--- src/rtl/drag_detent_quantizer_assert.svh ---
// ----------------------------------------------------------------------------
// drag_detent_quantizer assertion macros
// Short forms for clocked properties with a synchronous active-low reset.
// ----------------------------------------------------------------------------
`ifndef DRAG_DETENT_QUANTIZER_ASSERT_SVH
`define DRAG_DETENT_QUANTIZER_ASSERT_SVH

// same-cycle implication
`define DDQ_ASSERT_SAME(label, clk, rst_n, ante, cons) \
    label: assert property (@(posedge clk) disable iff (!(rst_n)) (ante) |-> (cons)) \
        else $error("assertion failed");

// next-cycle implication
`define DDQ_ASSERT_NEXT(label, clk, rst_n, ante, cons) \
    label: assert property (@(posedge clk) disable iff (!(rst_n)) (ante) |=> (cons)) \
        else $error("assertion failed");

`endif

--- src/rtl/ddq_pkg.sv ---
// ----------------------------------------------------------------------------
// ddq_pkg
// Widths, build constants and types of the drag detent quantizer.
// ----------------------------------------------------------------------------
package ddq_pkg;

    localparam int GAIN_BASE       = 4;
    localparam int PIXELS_PER_STEP = 34;

    localparam int POS_W   = 16;
    localparam int GAIN_W  = 15;
    localparam int OUT_W   = 11;
    localparam int PROD_W  = 32;
    localparam int NUM_W   = 17;
    localparam int Q_W     = 11;
    localparam int TDATA_W = 16;
    localparam int OTDATA_W = 16;

    localparam logic [GAIN_W-1:0] MAX_GAIN_RESET = GAIN_W'(16);

    // floor((res + HALF_OFS) / PITCH) done on a biased, non-negative value
    localparam int HALF_OFS   = PIXELS_PER_STEP / 2 - 1;
    localparam int BIAS_STEPS = 32768 / PIXELS_PER_STEP + 1;
    localparam int BIAS       = BIAS_STEPS * PIXELS_PER_STEP;

    // reciprocal: exact while u * (MULT * PITCH - 2^SHIFT) < 2^SHIFT
    localparam int DIV_SHIFT = 23;
    localparam int DIV_MULT  = (2 ** DIV_SHIFT + PIXELS_PER_STEP - 1) / PIXELS_PER_STEP;
    localparam int MULT_W    = $clog2(DIV_MULT + 1);
    localparam int QPROD_W   = NUM_W + MULT_W;

    typedef enum logic [1:0] {
        KIND_RELEASE,
        KIND_LATCH,
        KIND_MOVE
    } t_kind;

endpackage

--- src/rtl/drag_detent_quantizer.sv ---
// ----------------------------------------------------------------------------
// drag_detent_quantizer
// Turns vertical touch drags into signed detent step counts.
// ----------------------------------------------------------------------------
// Throughput: one sample per cycle while the master side accepts results;
// three register stages (delta/gain, gain multiply, residual add with
// reciprocal divide) each hold one item.
// The residual loop closes inside the last stage only.
// Reset (synchronous, i_rst_n low): pipeline empty, tracking off, residual 0,
// max_gain 16.
`include "drag_detent_quantizer_assert.svh"

module drag_detent_quantizer (
    input  logic                          i_clk,
    input  logic                          i_rst_n,
    // configuration: max_gain
    input  logic                          i_cfg_valid,
    output logic                          o_cfg_ready,
    input  logic [ddq_pkg::GAIN_W-1:0]    i_cfg_data,
    // input samples
    input  logic                          s_axis_tvalid,
    output logic                          s_axis_tready,
    input  logic [ddq_pkg::TDATA_W-1:0]   s_axis_tdata,   // [15:0] pos_y
    input  logic [0:0]                    s_axis_tuser,   // [0] pressed
    // results
    output logic                          m_axis_tvalid,
    input  logic                          m_axis_tready,
    output logic [ddq_pkg::OTDATA_W-1:0]  m_axis_tdata    // [10:0] value_delta
);
    import ddq_pkg::*;

    localparam logic signed [PROD_W-1:0] GAIN_BASE_S = PROD_W'(GAIN_BASE);

    // control
    logic r_v1, r_v2, r_v3;
    logic adv2, adv3, s_acc;
    logic r_tracking;
    logic [GAIN_W-1:0] r_max_gain;
    logic signed [POS_W-1:0] r_residual;
    logic signed [POS_W-1:0] n_residual;

    // payload
    logic [POS_W-1:0] r_last_pos;
    t_kind r_kind1, r_kind2, n_kind1;
    logic signed [POS_W-1:0] r_dy1;
    logic [GAIN_W-1:0] r_gain1, n_gain1;
    logic signed [POS_W-1:0] r_scaled2;
    logic [OUT_W-1:0] r_out, n_out;

    // stage 1 datapath
    logic signed [POS_W-1:0] n_dy1;
    logic [POS_W-1:0] mag;
    logic [POS_W:0] gain_sum;

    // stage 2 datapath
    logic signed [PROD_W-1:0] prod;
    logic signed [PROD_W-1:0] quot;

    // stage 3 datapath
    logic signed [POS_W-1:0] res;
    logic [NUM_W-1:0] num_u;
    logic [QPROD_W-1:0] qprod;
    logic [Q_W-1:0] q;
    logic [NUM_W-1:0] rem;
    logic [OUT_W:0] steps_neg;

    assign o_cfg_ready   = 1'b1;
    assign adv3          = !r_v3 || m_axis_tready;
    assign adv2          = !r_v2 || adv3;
    assign s_axis_tready = !r_v1 || adv2;
    assign s_acc         = s_axis_tvalid && s_axis_tready;
    assign m_axis_tvalid = r_v3;
    assign m_axis_tdata  = {{(OTDATA_W-OUT_W){1'b0}}, r_out};

    // stage 1: classify, wrapped delta, capped gain
    always_comb begin
        n_dy1    = $signed(s_axis_tdata - r_last_pos);
        mag      = n_dy1[POS_W-1] ? (~n_dy1 + POS_W'(1)) : n_dy1;
        gain_sum = {1'b0, mag} + (POS_W+1)'(GAIN_BASE);
        if (gain_sum > {{(POS_W+1-GAIN_W){1'b0}}, r_max_gain}) begin
            n_gain1 = r_max_gain;
        end else begin
            n_gain1 = gain_sum[GAIN_W-1:0];
        end
        if (!s_axis_tuser[0]) begin
            n_kind1 = KIND_RELEASE;
        end else if (!r_tracking) begin
            n_kind1 = KIND_LATCH;
        end else begin
            n_kind1 = KIND_MOVE;
        end
    end

    // stage 2: scale, truncating toward zero
    always_comb begin
        prod = r_dy1 * $signed({1'b0, r_gain1});
        quot = prod / GAIN_BASE_S;
    end

    // stage 3: residual add and floor division by the pitch; non-move items give 0 and clear the residual
    always_comb begin
        res       = r_residual + r_scaled2;
        num_u     = {res[POS_W-1], res} + NUM_W'(HALF_OFS + BIAS);
        qprod     = QPROD_W'(num_u) * QPROD_W'(DIV_MULT);
        q         = qprod[DIV_SHIFT +: Q_W];
        rem       = num_u - NUM_W'(q) * NUM_W'(PIXELS_PER_STEP);
        steps_neg = (OUT_W+1)'(BIAS_STEPS) - {1'b0, q};
        if (r_kind2 == KIND_MOVE) begin
            n_residual = rem[POS_W-1:0] - POS_W'(HALF_OFS);
            n_out      = steps_neg[OUT_W-1:0];
        end else begin
            n_residual = '0;
            n_out      = '0;
        end
    end

    always_ff @(posedge i_clk) begin
        if (!i_rst_n) begin
            r_v1       <= 1'b0;
            r_v2       <= 1'b0;
            r_v3       <= 1'b0;
            r_tracking <= 1'b0;
            r_residual <= '0;
            r_max_gain <= MAX_GAIN_RESET;
        end else begin
            if (i_cfg_valid && o_cfg_ready) begin
                r_max_gain <= i_cfg_data;
            end
            if (s_axis_tready) begin
                r_v1 <= s_axis_tvalid;
            end
            if (adv2) begin
                r_v2 <= r_v1;
            end
            if (adv3) begin
                r_v3 <= r_v2;
            end
            if (s_acc) begin
                r_tracking <= s_axis_tuser[0];
            end
            if (r_v2 && adv3) begin
                r_residual <= n_residual;
            end
        end
    end

    always_ff @(posedge i_clk) begin
        if (s_acc) begin
            r_kind1 <= n_kind1;
            r_dy1   <= n_dy1;
            r_gain1 <= n_gain1;
            if (s_axis_tuser[0]) begin
                r_last_pos <= s_axis_tdata;
            end
        end
        if (r_v1 && adv2) begin
            r_kind2   <= r_kind1;
            r_scaled2 <= quot[POS_W-1:0];
        end
        if (r_v2 && adv3) begin
            r_out <= n_out;
        end
    end

    `DDQ_ASSERT_NEXT(a_track_on_press, i_clk, i_rst_n,
        s_acc && s_axis_tuser[0], r_tracking)
    `DDQ_ASSERT_NEXT(a_residual_clear, i_clk, i_rst_n,
        r_v2 && adv3 && (r_kind2 != KIND_MOVE), r_residual == '0)
    `DDQ_ASSERT_SAME(a_residual_range, i_clk, i_rst_n,
        1'b1, (r_residual >= -HALF_OFS) && (r_residual <= HALF_OFS + 1))
    `DDQ_ASSERT_SAME(a_out_range, i_clk, i_rst_n,
        r_v3, ($signed(r_out) >= -BIAS_STEPS) && ($signed(r_out) <= BIAS_STEPS))
    `DDQ_ASSERT_SAME(a_ready_when_empty, i_clk, i_rst_n,
        !r_v3, s_axis_tready)

endmodule

--- config.mk ---
export PLATFORM = sky130hd
export DESIGN_NAME = drag_detent_quantizer
export DESIGN_NICKNAME = d
export VERILOG_FILES = /design/src/rtl/ddq_pkg.sv /design/src/rtl/drag_detent_quantizer.sv
export VERILOG_INCLUDE_DIRS = /design/src /design/src/rtl
export SDC_FILE = /design/constraint.sdc
export NUM_CORES = 1
export LEC_CHECK = 0
export BUFFER_PORTS_ARGS = -buffer_cell sky130_fd_sc_hd__clkbuf_2
export CAP_MARGIN = 20
export CORE_ASPECT_RATIO = 1.4
export CORE_UTILIZATION = 41
export CTS_CLUSTER_DIAMETER = 100
export DETAILED_ROUTE_END_ITERATION = 12
export PLACE_DENSITY = 0.58
export SYNTH_ARGS = -nofsm -noshare
export SYNTH_HDL_FRONTEND = slang
export SYNTH_SLANG_ARGS = --single-unit
--- constraint.sdc ---
create_clock -name i_clk -period 13.3 [get_ports i_clk]
set_clock_uncertainty 0.2 [all_clocks]
set_input_delay 0.665 -clock i_clk [delete_from_list [all_inputs] [get_ports i_clk]]
set_output_delay 0.665 -clock i_clk [all_outputs]
set_load 0.02 [all_outputs]
; Word level (Yosys, flattened, before mapping)
; Cells that the tools add are included.
[totals]
out_inout_bits = 19
reg_bits = 113
in_bits = 37
word_cells = 44
[op_classes]
n_lt_le_gt_ge = 1
n_reduce_logical = 11
n_addsub = 9
n_mul = 3
mux = 4
n_eq_ne = 1
bitwise = 2
[op_table]
columns = cell, n
row1 = 16-bit by 16-bit multiplier with 32-bit output, 1
row2 = "17-bit by 16-bit multiplier with 32-bit output, second input constant", 1
row3 = 16-bit two-way mux, 2
row4 = 16-bit subtractor, 2
row5 = "16-bit by 3-bit adder with 17-bit output, second input constant", 1
row6 = "17-bit by 16-bit adder with 17-bit output, second input constant", 1
row7 = 17-bit by 15-bit greater-than comparator with 1-bit output, 1
row8 = 16-bit by 1-bit adder with 16-bit output, 1
row9 = 16-bit adder, 1
row10 = "16-bit by 2-bit adder with 16-bit output, second input constant", 1
row11 = 16-bit NOT, 1
row12 = "16-bit by 5-bit subtractor with 16-bit output, second input constant", 1
row13 = "11-bit by 5-bit multiplier with 15-bit output, second input constant", 1
row14 = 15-bit two-way mux, 1
row15 = "10-bit by 11-bit subtractor with 11-bit output, first input constant", 1
row16 = 1-bit logical AND, 3
row17 = 1-bit logical NOT, 3
row18 = 1-bit logical OR, 3
row19 = "2-bit == test, second input constant", 1
row20 = 2-bit two-way mux, 1
row21 = 2-bit AND reduction, 1
row22 = 2-bit OR reduction, 1
row23 = 1-bit AND, 1

; Depth between registers and ports, before layout
; Gate-level depths: netlist of the first run.
[depth]
depth_word = 7
mapped_depth = 54
ltp_nobuf = 54

; Least setup slack after synthesis of the first run
; No wires, ideal clock.
[synth_path]
path_kind = register -> register
from = reg r_scaled2[0]
to = reg r_residual[15]
required_ps = 12982
n_path_buf = 0
setup_ps = 118
arrival_ps = 10939
setup_slack_ps = 2042
synth_period_minus_slack_ps = 11258
stages_incl_launch_ff = 54
path_cell_list = edfxtp_1 > ha_1 > fa_1 > a21o_1 > a21oi_1 > o21bai_1 > a2111oi_0 > mux2i_1 > a21o_1 > or3_1 > nor3_1 > xor2_1 > inv_1 > xnor2_1 > ha_1 > o21bai_1 > ha_1 > ha_1 > (+18 left out) > inv_1 > a21o_1 > a21oi_1 > o21bai_1 > a21o_1 > inv_1 > maj3_1 > nor2_1 > xor2_1 > ha_1 > inv_1 > ha_1 > a21o_1 > a31o_2 > xnor3_1 > xnor2_1 > a22oi_1 > nor2b_1
[synth_between]
elab_chain_len = 7
[synth_lines]
columns = element, line_no
row1 = start: declaration, drag_detent_quantizer.sv:47  ; logic signed [POS_W-1:0] r_scaled2;
row2 = start signal: assignment, drag_detent_quantizer.sv:158  ; r_scaled2 <= quot[POS_W-1:0];
row3 = 16-bit adder *, drag_detent_quantizer.sv:102  ; res = r_residual + r_scaled2;
row4 = 17-bit by 16-bit adder with 17-bit output *, drag_detent_quantizer.sv:103  ; num_u = {res[POS_W-1], res} + NUM_W'(HALF_OFS + BIAS);
row5 = 17-bit by 16-bit multiplier with 32-bit output, drag_detent_quantizer.sv:104  ; qprod = QPROD_W'(num_u) * QPROD_W'(DIV_MULT);
row6 = 11-bit by 5-bit multiplier with 15-bit output, drag_detent_quantizer.sv:106  ; rem = num_u - NUM_W'(q) * NUM_W'(PIXELS_PER_STEP);
row7 = 16-bit subtractor *, drag_detent_quantizer.sv:106
row8 = 16-bit by 5-bit subtractor with 16-bit output *, drag_detent_quantizer.sv:109  ; n_residual = rem[POS_W-1:0] - POS_W'(HALF_OFS);
row9 = 16-bit two-way mux *, drag_detent_quantizer.sv:108  ; if (r_kind2 == KIND_MOVE) begin
row10 = end signal: assignment, drag_detent_quantizer.sv:142  ; r_residual <= n_residual;
row11 = end: declaration, drag_detent_quantizer.sv:39  ; logic signed [POS_W-1:0] r_residual;
; Every way passes the cells marked *; elsewhere a longest branch is shown, timed or not.
; A chain may end at the register's enable or synchronous reset.

; Final worst setup path of the first run
[layout_path]
from = reg r_scaled2[1]
to = reg r_residual[15]
; The elaborated chain is that of the path after synthesis.

==> reports/metrics.csv, run 1 <==
stage,metric,value,unit
floorplanning,die_w,195.5,um
sta,maxSlewHeadroom,35.57,%
route,routedWlPerCell,16.99,um
logic_synthesis,synth_top_family_by_area,adder cells,
sta,rsz0062_at_grt,no,
cells_and_area,final_cell_mix,"inv_1 (470), fa_1 (314), ha_1 (284)",
logic_synthesis,synth-simple-area-share,13.02,%
route,drc,0,
setup_path,crit_path_top_delay_cell,or4_1,
setup_path,worstPathRequired,13.41,ns
cells_and_area,area_growth,7.266,%
logic_synthesis,synth_edf_count,78,
clocking,clockRootBuffer,clkbuf_16,
sta,setup_ws,0.9007,ns
clocking,cts_buffers,17,
setup_path,arrival,12.50,ns
floorplanning,rows,98,
status,status,"finished, final reports clean",
logic_synthesis,yosys_register_bits,113,
clocking,cts.sinks,113,
sta,post-route-period-util,93.23,%
route,via_count,15130,
setup_path,critPathMaxFanout,6,
global_route,first_global_vias,16770,
floorplanning,coreArea,51380,um2
placement,pre_cts_ws,0.7438,ns
sta,drv_slew,0,
placement,dpl.hpwl,42540,um
route,routed-wl-met3,791,um
setup_path,worstSetupPathType,flip-flop to flip-flop,
placement,placed_cells,2921,
global_route,overflow,0,
cells_and_area,final_common_cell,inv_1,
job,drv_cap,0,
logic_synthesis,synth_seq_area_share,14.16,%
placement,placed_cell_area,22430,um2
logic_synthesis,syn_area,21490,um2
global_route,grt_use_total,19.87,%
sta,worst_pin_slew,0.9608,ns
logic_synthesis,synthMuxAreaShare,1.683,%
route,routed.top_layer,met4,
clocking,htree_levels,4,
sta,fin_tns_setup,0,ns
floorplanning,ios,56,
sta,hold_viol,0,
logic_synthesis,synth_flop_cell,edfxtp_1,
cells_and_area,n_antenna_cell,0,
sta,period_needed,12.40,ns
cells_and_area,stdcell_count,2953,
global_route,antenna_found_initial,0,
route,wl_met2,28850,um
route,wl_met1,18790,um
logic_synthesis,synth_xor_area_share,6.975,%
clocking,tritoncts,done,
sta,max_freq,80.65,MHz
logic_synthesis,synthCells,2259,
placement,port_buffers,49,
logic_synthesis,synth.area.top_cells,"fa_1 (29%), ha_1 (17%), edfxtp_1 (11%)",
setup_path,max_stage_delay,0.57,ns
logic_synthesis,synth_area_leader_cell,fa_1,
route,vias_per_cell,5.124,
cells_and_area,final.fill_count,4971,
logic_synthesis,ys_types,88,
logic_synthesis,async_reset_ff_share,0,%
logic_synthesis,synth_area_per_cell,9.513,um2
placement,place.gp.congestion,0.8718,
logic_synthesis,synth_compound_area_share,8.890,%
route,routed_wl,50170,um
route,first_pass_iters,4,
clocking,cts_setup_buffers,0,
cells_and_area,postLayoutCellArea,23050,um2
cells_and_area,final_nets,2925,
cells_and_area,drive_above_1_share,6.426,%
cells_and_area,regArea,3043,um2
route,drtIter0Drc,446,
clocking,clockBufferDepth,2,
setup_path,crit_path_start_kind,flip-flop,
logic_synthesis,synth_fa_ha_area_share,45.83,%
floorplanning,start_util,41.83,%
cells_and_area,multi_input_area,16480,um2
floorplanning,die_h,272.9,um
route,postRouteAntennaNets,0,
clocking,insertion_delay,0.42,ns
global_route,grt_pass1_wl,83700,um
sta,setup_viol,0,
logic_synthesis,ys.warnings.count,0,
global_route,grt_start_max_net_pins,36,
logic_synthesis,yosys.area.top_type_share,29.25,%
clocking,path_clk_slew,0.06,ns
setup_path,end_kind,flip-flop,
worst_hold_path,hp-class,flip-flop to flip-flop,
floorplanning,die_area,53350,um2
## cells by family (layout without fill, tap and decap cells)
| family | Yosys count | count (layout) |
|---|---|---|
| buffers and inverters | 526 | 566 |
| other | 2 | 6 |
| and+or+nand+nor | 548 | 548 |
| adders and majority gates | 599 | 599 |
| AOI/OAI and AO/OA | 273 | 273 |
| DFF | 113 | 113 |
| xor gates and xnor gates | 167 | 167 |
| muxes | 31 | 31 |
## metal layers
metal	GRT usage, %	vias up
met3	1.530	90
met5	0	-
met1	20.45	7551
met2	40.71	211
li1	-	7279
met4	7.729	0
## final timing paths
check                                end  depth (start not counted)  slack (ns)                startpoint
min                 r_kind2[1]$_DFFE_PP_                          0        0.22  r_kind1[1]$_SDFFCE_PN0P_
max          r_residual[15]$_SDFFE_PN0P_                         52        0.90    r_scaled2[1]$_DFFE_PP_
min reg2reg         r_kind2[1]$_DFFE_PP_                          0        0.22  r_kind1[1]$_SDFFCE_PN0P_
max reg2reg  r_residual[15]$_SDFFE_PN0P_                         52        0.90    r_scaled2[1]$_DFFE_PP_
## area by class of cell
cell class,instances,share of cell area (%)
multi-input cells,1624,71.50
flip-flops and latches,113,13.20
clock buffers,17,1.845
repair buffers,62,1.487
clock inverters,15,0.7545
inverters,472,7.686
well taps,650,3.528
## cells in the mapped netlist, drive strengths merged (8+ instances only)
cell and instances:
fa 314, ha 284, xnor2 124, or3 14
mux2 14, o21a 17, buf 9, nor2 76
and2 126, nand2 180, edfxtp 78, a31oi 8
a21oi 66, nand3 26, mux2i 17, nand4 14
a21boi 9, o31ai 9, o21ai 39, o21bai 12
inv 471, and3 12, nor3 21, dfxtp 35
clkbuf 45, xor2 42, a211oi 10, nor2b 43
a22oi 12, a21o 40, nor4 9
## critical path: cells and delay by family, from the launching register on
family | cells | cell delay [ns]
compound gates | 11 | 2.36
xor+xnor | 7 | 1.44
fa+ha+maj | 15 | 5.17
buf+inv | 11 | 1.17
flops | 1 | 0.41
simple gates | 8 | 1.55
## per-stage QoR
stage	util, %	hold WS [ns]
after detailed placement	43.66	0.2107
after floorplan	-	0.2003
after global placement	43.66	0.2050
after CTS	44.82	0.2252
after global routing	44.87	0.2312
final	44.87	0.2222
## sequential cells by signal, summed over array words and instances, names as in the netlist
name	flops
r_dy1	16
r_last_pos	16
r_out	11
r_v1	1
r_v2	1
r_kind1	2
r_tracking	1
r_max_gain	15
r_scaled2	16
r_gain1	15
r_kind2	2
r_residual	16
m_axis_tvalid	1
## repair_timing
action                                  in CTS  in global routing
hold buffers                                 0                  0
endpoints found under the setup margin       0                  1
gates resized for setup                      0                  3
Power of run 1 is left out: the tool's default activity adds up to more than one toggle a clock period on the data nets, which glitch-free logic cannot reach.
==> run 2: changes to the inputs <==
Settings changed: ABC_AREA set to 1, CELL_PAD_IN_SITES_DETAIL_PLACEMENT set to 1, CELL_PAD_IN_SITES_GLOBAL_PLACEMENT set to 2, PLACE_DENSITY 0.58 to 0.88.
Clock period 13.3 ns to 14.28 ns, I/O delays scaled along.
==> run 2 against run 1 <==
  * Die area rose by 5.0%
  * Highest routed layer unchanged
  * Critical path depth rose by 5
  * Register-to-register slack improved by 1.5 ns
  * First-iteration DRC count rose by 35%
==> reports/metrics.csv, run 2 <==
stage,metric,value,unit,change
status,status,"finished, final reports clean",,unchanged
global_route,antenna_found_initial,0,,unchanged
logic_synthesis,ys.warnings.count,0,,unchanged
sta,setup_viol,0,,unchanged
cells_and_area,final_common_cell,inv_1,,unchanged
job,drv_cap,0,,unchanged
setup_path,crit_path_start_kind,flip-flop,,unchanged
logic_synthesis,async_reset_ff_share,0,%,unchanged
sta,drv_slew,0,,unchanged
floorplanning,die_h,279.6,um,was 272.9 um
cells_and_area,final.fill_count,6832,,was 4971
logic_synthesis,yosys.area.top_type_share,27.85,%,was 29.25%
route,drtIter0Drc,604,,was 446
sta,worst_pin_slew,0.9673,ns,was 0.9608 ns
placement,place.gp.congestion,0.8641,,was 0.8718
logic_synthesis,syn_area,22570,um2,was 21490 um2
sta,post-route-period-util,83.22,%,was 93.23%
sta,hold_viol,0,,unchanged
logic_synthesis,synth_edf_count,78,,unchanged
logic_synthesis,yosys_register_bits,113,,unchanged
logic_synthesis,synth_fa_ha_area_share,43.60,%,was 45.83%
clocking,clockBufferDepth,2,,unchanged
clocking,path_clk_slew,0.06,ns,about the same
logic_synthesis,synth_seq_area_share,13.48,%,was 14.16%
setup_path,critPathMaxFanout,7,,was 6
floorplanning,rows,101,,was 98
clocking,cts_resized,0,,unchanged
clocking,cts_hold_buffers,0,,unchanged
cells_and_area,final_cell_mix,"inv_1 (756), nand2_1 (692), fa_1 (314)",,"was inv_1 (470), fa_1 (314), ha_1 (284)"
clocking,cts_buffers,17,,unchanged
clocking,insertion_delay,0.44,ns,was 0.42 ns
route,via_count,18270,,was 15130
logic_synthesis,synth_xor_area_share,3.703,%,was 6.975%
global_route,overflow,0,,unchanged
floorplanning,die_area,56000,um2,was 53350 um2
route,drc,0,,unchanged
cells_and_area,area_growth,6.808,%,was 7.266%
cells_and_area,drive_above_1_share,5.639,%,was 6.426%
route,postRouteAntennaNets,0,,unchanged
cells_and_area,final_nets,3566,,was 2925
global_route,first_global_vias,20960,,was 16770
logic_synthesis,synth_compound_area_share,5.921,%,was 8.890%
floorplanning,ios,56,,unchanged
clocking,clockRootBuffer,clkbuf_16,,unchanged
setup_path,max_stage_delay,0.65,ns,was 0.57 ns
global_route,grt_start_max_net_pins,34,,was 36
logic_synthesis,synthMuxAreaShare,0,%,was 1.683%
setup_path,end_kind,flip-flop,,unchanged
sta,fin_tns_setup,0,ns,unchanged
cells_and_area,final_util,44.36,%,was 44.87%
logic_synthesis,synth-simple-area-share,19.18,%,was 13.02%
clocking,cts.sinks,113,,unchanged
logic_synthesis,yosys-top-cells-count,"inv_1 (756), nand2_1 (692), fa_1 (314)",,"was inv_1 (470), fa_1 (314), ha_1 (284)"
global_route,grt_pass1_wl,106500,um,was 83700 um
route,vias_per_cell,4.986,,was 5.124
logic_synthesis,ys_types,44,,was 88
logic_synthesis,synth_area_per_cell,7.753,um2,was 9.513 um2
cells_and_area,n_antenna_cell,0,,unchanged
logic_synthesis,synth_top_family_by_area,adder cells,,unchanged
logic_synthesis,synth_area_leader_cell,fa_1,,unchanged
logic_synthesis,synth_flop_cell,edfxtp_1,,unchanged
sta,max_freq,84.15,MHz,was 80.65 MHz
setup_path,worstSetupPathType,flip-flop to flip-flop,,unchanged
route,first_pass_iters,5,,was 4
floorplanning,coreArea,54340,um2,was 51380 um2
setup_path,arrival,11.96,ns,was 12.50 ns
logic_synthesis,yosysMostFrequentCell,inv_1,,unchanged
worst_hold_path,hp-class,flip-flop to flip-flop,,unchanged
global_route,grt_use_total,24.16,%,was 19.87%
setup_path,worstPathRequired,14.36,ns,was 13.41 ns
clocking,htree_levels,4,,unchanged
clocking,tritoncts,done,,unchanged
route,routed_wl,64730,um,was 50170 um
placement,dpl.hpwl,56290,um,was 42540 um
sta,rsz0062_at_grt,no,,unchanged
placement,port_buffers,49,,unchanged
sta,maxSlewHeadroom,35.45,%,was 35.57%
logic_synthesis,synth.area.top_cells,"fa_1 (28%), ha_1 (16%), inv_1 (13%)",,"was fa_1 (29%), ha_1 (17%), edfxtp_1 (11%)"
route,routedWlPerCell,17.66,um,was 16.99 um
floorplanning,die_w,200.3,um,was 195.5 um
logic_synthesis,synthCells,2911,,was 2259
setup_path,crit_path_top_delay_cell,nor2_1,,was or4_1
setup_path,cpMostUsedCell,nand2_1,,
floorplanning,start_util,41.53,%,was 41.83%
sta,period_needed,11.88,ns,was 12.40 ns
clocking,cts_setup_buffers,0,,unchanged
[run 2: logic make-up after synthesis]
kind of cell | after synthesis
compound gates | 241
xor+xnor | 92
fa+ha+maj | 598
buf+inv | 828
flops | 113
other cells | 2
simple gates | 1037
[run 2: worst paths after layout]
| kind | slack (ns) | depth (start not counted) | startpoint | to |
|---|---|---|---|---|
| worst max-delay path | 2.40 | 57 | r_scaled2[0]$_DFFE_PP_ | r_residual[15]$_SDFFE_PN0P_ |
| worst min-delay path | 0.22 | 0 | r_kind1[0]$_SDFFCE_PN0P_ | r_kind2[0]$_DFFE_PP_ |
| worst max register to register | 2.40 | 57 | r_scaled2[0]$_DFFE_PP_ | r_residual[15]$_SDFFE_PN0P_ |
| worst min register to register | 0.22 | 0 | r_kind1[0]$_SDFFCE_PN0P_ | r_kind2[0]$_DFFE_PP_ |
[run 2: final cells by class]
cell class	instances	area [um2]	share of cell area (%)
inverters	763	2864	11.88
clock buffers	21	481.7	1.998
multi-input cells	1974	16370	67.90
clock inverters	11	101.3	0.4205
flip-flops and latches	113	3043	12.62
repair buffers	62	346.6	1.438
well taps	721	902.1	3.743
[run 2: per-layer routing]
metal	vias to the layer above	global-route usage (%)	share of wire (%)
met5	-	0	0
met4	0	9.885	3.8
met3	128	2.141	1.9
met2	263	48.01	55
met1	9070	25.81	39
li1	8812	-	-
[run 2: per-stage QoR]
step	setup slack (ns)	instances	area, um2	hold slack, ns
after floorplan	3.894	2915	22580	0.2003
after global placement	2.780	3632	23510	0.2018
after CTS	2.234	3664	24090	0.2191
after global routing	1.228	3665	24100	0.2237
after detailed placement	2.267	3632	23510	0.2062
final	2.397	3665	24100	0.2170
[run 2: critical path: cells and delay by family, from the launching register on]
kind                     cells  cell delay, ns
AO/OA/AOI/OAI                9            1.63
XOR/XNOR                     2            0.46
AND/OR/NAND/NOR             23            3.36
buffers and inverters       10            0.88
flip-flops                   1            0.36
adder cells (fa/ha/maj)     13            4.84
Power of run 2 is left out for the same reason.
==> run 3: changes to the inputs <==
Settings changed: CORE_UTILIZATION 41 to 36, PLACE_DENSITY 0.88 to 0.82.
Clock period 14.28 ns to 9.8 ns, I/O delays scaled along.
==> run 3 against run 2 <==
  * The run now ends with negative setup slack left
  * Via count increased by 9.2%
  * Non-clock buffer count increased by 319
  * Worst hold slack got worse by 0.17 ns
  * Sequential cell count unchanged
==> reports/metrics.csv, run 3 (same netlist as run 2, synthesis figures left out) <==
stage,metric,value,unit,change
setup_path,crit_path_start_kind,flip-flop,,unchanged
global_route,first_global_vias,23080,,was 20960
job,drv_cap,0,,unchanged
global_route,busiest_layer,met2,,unchanged
clocking,cts_buffers,17,,unchanged
route,first_pass_iters,4,,was 5
route,via_count,19960,,was 18270
floorplanning,rows,108,,was 101
route,routed_wl,77310,um,was 64730 um
route,drtIter0Drc,615,,was 604
cells_and_area,final_nets,3885,,was 3566
global_route,antenna_found_initial,1,,was 0
setup_path,worstSetupStartpoint,r_scaled2[0]$_DFFE_PP_,,unchanged
global_route,use_met1,25.73,%,was 25.81%
setup_path,crit_path_top_delay_cell,fa_1,,was nor2_1
cells_and_area,area_growth,26.48,%,was 6.808%
floorplanning,ios,56,,unchanged
floorplanning,die_area,63710,um2,was 56000 um2
floorplanning,start_util,36.39,%,was 41.53%
clocking,cts_hold_buffers,0,,unchanged
sta,setup_viol,3,,was 0
clocking,clockBufferDepth,2,,unchanged
sta,hold_viol,0,,unchanged
cells_and_area,n_antenna_cell,0,,unchanged
setup_path,rr_endpoint,r_residual[13]$_SDFFE_PN0P_,,was r_residual[15]$_SDFFE_PN0P_
route,drc,0,,unchanged
sta,worst_pin_slew,1.057,ns,was 0.9673 ns
placement,port_buffers,49,,unchanged
floorplanning,coreArea,62020,um2,was 54340 um2
setup_path,rrSetupSlack,-0.16,ns,was 2.40 ns
status,status,finished with violations,,"was finished, final reports clean"
setup_path,reg2reg_from,r_scaled2[0]$_DFFE_PP_,,unchanged
sta,maxSlewHeadroom,29.30,%,was 35.45%
global_route,grtUsageMet2,49.11,%,was 48.01%
setup_path,cpMostUsedCell,buf_4,,was nand2_1
global_route,overflow,0,,unchanged
global_route,grt_start_max_net_pins,34,,unchanged
route,postRouteAntennaNets,0,,unchanged
clocking,path_clk_slew,0.06,ns,about the same
worst_hold_path,hp-class,input port to flip-flop,,was flip-flop to flip-flop
setup_path,worstSetupPathType,flip-flop to flip-flop,,unchanged
worst_hold_path,hold_depth,1,,was 0
clocking,tritoncts,done,,unchanged
placement,pre_cts_ws,-0.6685,ns,was 2.267 ns
setup_path,end_kind,flip-flop,,unchanged
floorplanning,die_h,298.3,um,was 279.6 um
clocking,htree_levels,4,,unchanged
cells_and_area,final_common_cell,inv_1,,unchanged
worst_hold_path,hp-start,s_axis_tdata[2],,was r_kind1[0]$_SDFFCE_PN0P_
sta,drv_slew,0,,unchanged
global_route,grt_use_total,24.55,%,was 24.16%
cells_and_area,drive_above_1_share,23.54,%,was 5.639%
setup_path,arrival,10.05,ns,was 11.96 ns
sta,setup_ws,-0.1588,ns,was 2.397 ns
worst_hold_path,holdPathEnd,r_last_pos[2]$_DFFE_PP_,,was r_kind2[0]$_DFFE_PP_
cells_and_area,final_cell_mix,"inv_1 (721), nand2_1 (625), fa_1 (309)",,"was inv_1 (756), nand2_1 (692), fa_1 (314)"
clocking,clockRootBuffer,clkbuf_16,,unchanged
sta,rsz0062_at_grt,yes,,was no
route,vias_per_cell,4.883,,was 4.986
sta,period_needed,9.959,ns,was 11.88 ns
setup_path,r2r_cells,52,,was 57
route,routedWlPerCell,18.91,um,was 17.66 um
cells_and_area,stdcell_count,4088,,was 3665
clocking,insertion_delay,0.43,ns,was 0.44 ns
setup_path,critPathMaxFanout,4,,was 7
placement,placed_cells,3986,,was 3632
sta,fin_hold_ws,0.04771,ns,was 0.2170 ns
global_route,grt_pass1_wl,120200,um,was 106500 um
setup_path,worstPathRequired,9.89,ns,was 14.36 ns
placement,dpl.hpwl,61940,um,was 56290 um
global_route,use_met3,1.876,%,was 2.141%
status,violations,negative setup slack,,
setup_path,max_stage_delay,0.59,ns,was 0.65 ns
sta,post-route-period-util,101.6,%,was 83.22%
sta,max_freq,100.4,MHz,was 84.15 MHz
cells_and_area,final.fill_count,7521,,was 6832
placement,place.gp.congestion,0.8734,,was 0.8641
clocking,cts.sinks,113,,unchanged
floorplanning,die_w,213.6,um,was 200.3 um
[run 3: layout make-up]
| type | instances | area [um2] | area share [%] |
|---|---|---|---|
| clock buffer | 21 | 470.5 | 1.648 |
| clock inverter | 11 | 176.4 | 0.6180 |
| inverter | 763 | 2875 | 10.07 |
| multi-input combinational | 1974 | 18120 | 63.47 |
| sequential | 113 | 3043 | 10.66 |
| tap | 825 | 1032 | 3.616 |
| timing repair buffer | 381 | 2831 | 9.919 |
[run 3: through the flow]
| step | utilization (%) | TNS (ns) | area (um2) |
|---|---|---|---|
| after floorplan | - | 0 | 22700 |
| after global placement | 41.33 | -1.219 | 25630 |
| after detailed placement | 41.33 | -3.427 | 25630 |
| after CTS | 44.48 | 0 | 27590 |
| after global routing | 46.02 | -2.474 | 28540 |
| final | 46.02 | -0.4183 | 28540 |
[run 3: how the worst max path moves through the flow]
stage | endpoint | slack [ns] | depth (start not counted)
3_3_place_gp | r_residual[15]$_SDFFE_PN0P_ | -0.33 | 53
6_report | r_residual[13]$_SDFFE_PN0P_ | -0.16 | 52
3_5_place_dp | r_residual[14]$_SDFFE_PN0P_ | -0.67 | 54
4_1_cts | r_residual[15]$_SDFFE_PN0P_ | 0.001 | 59
2_1_floorplan | r_residual[15]$_SDFFE_PN0P_ | 0.006 | 56
5_1_grt | r_residual[15]$_SDFFE_PN0P_ | -0.54 | 61
[run 3: what timing repair did]
item                                   4_1_cts  5_1_grt
setup endpoints to repair                    8        8
buffers inserted                            43       31
pin swaps                                  129      124
resized for setup                          194      178
endpoints found under the hold margin        0        0
[run 3: critical path, delay by kind of cell, from the launching register on]
family / cells / cell delay (ns)
compound gates: 4 / 0.44
xor+xnor: 3 / 0.70
flops: 1 / 0.38
simple gates: 18 / 2.05
fa+ha+maj: 12 / 4.32
buf+inv: 15 / 1.68
[run 3: routing by layer]
metal,wire length [um],vias up
met5,16,-
met2,43800,326
li1,-,9427
met1,28220,10020
met4,3608,2
met3,1672,182
Power of run 3 is left out for the same reason.
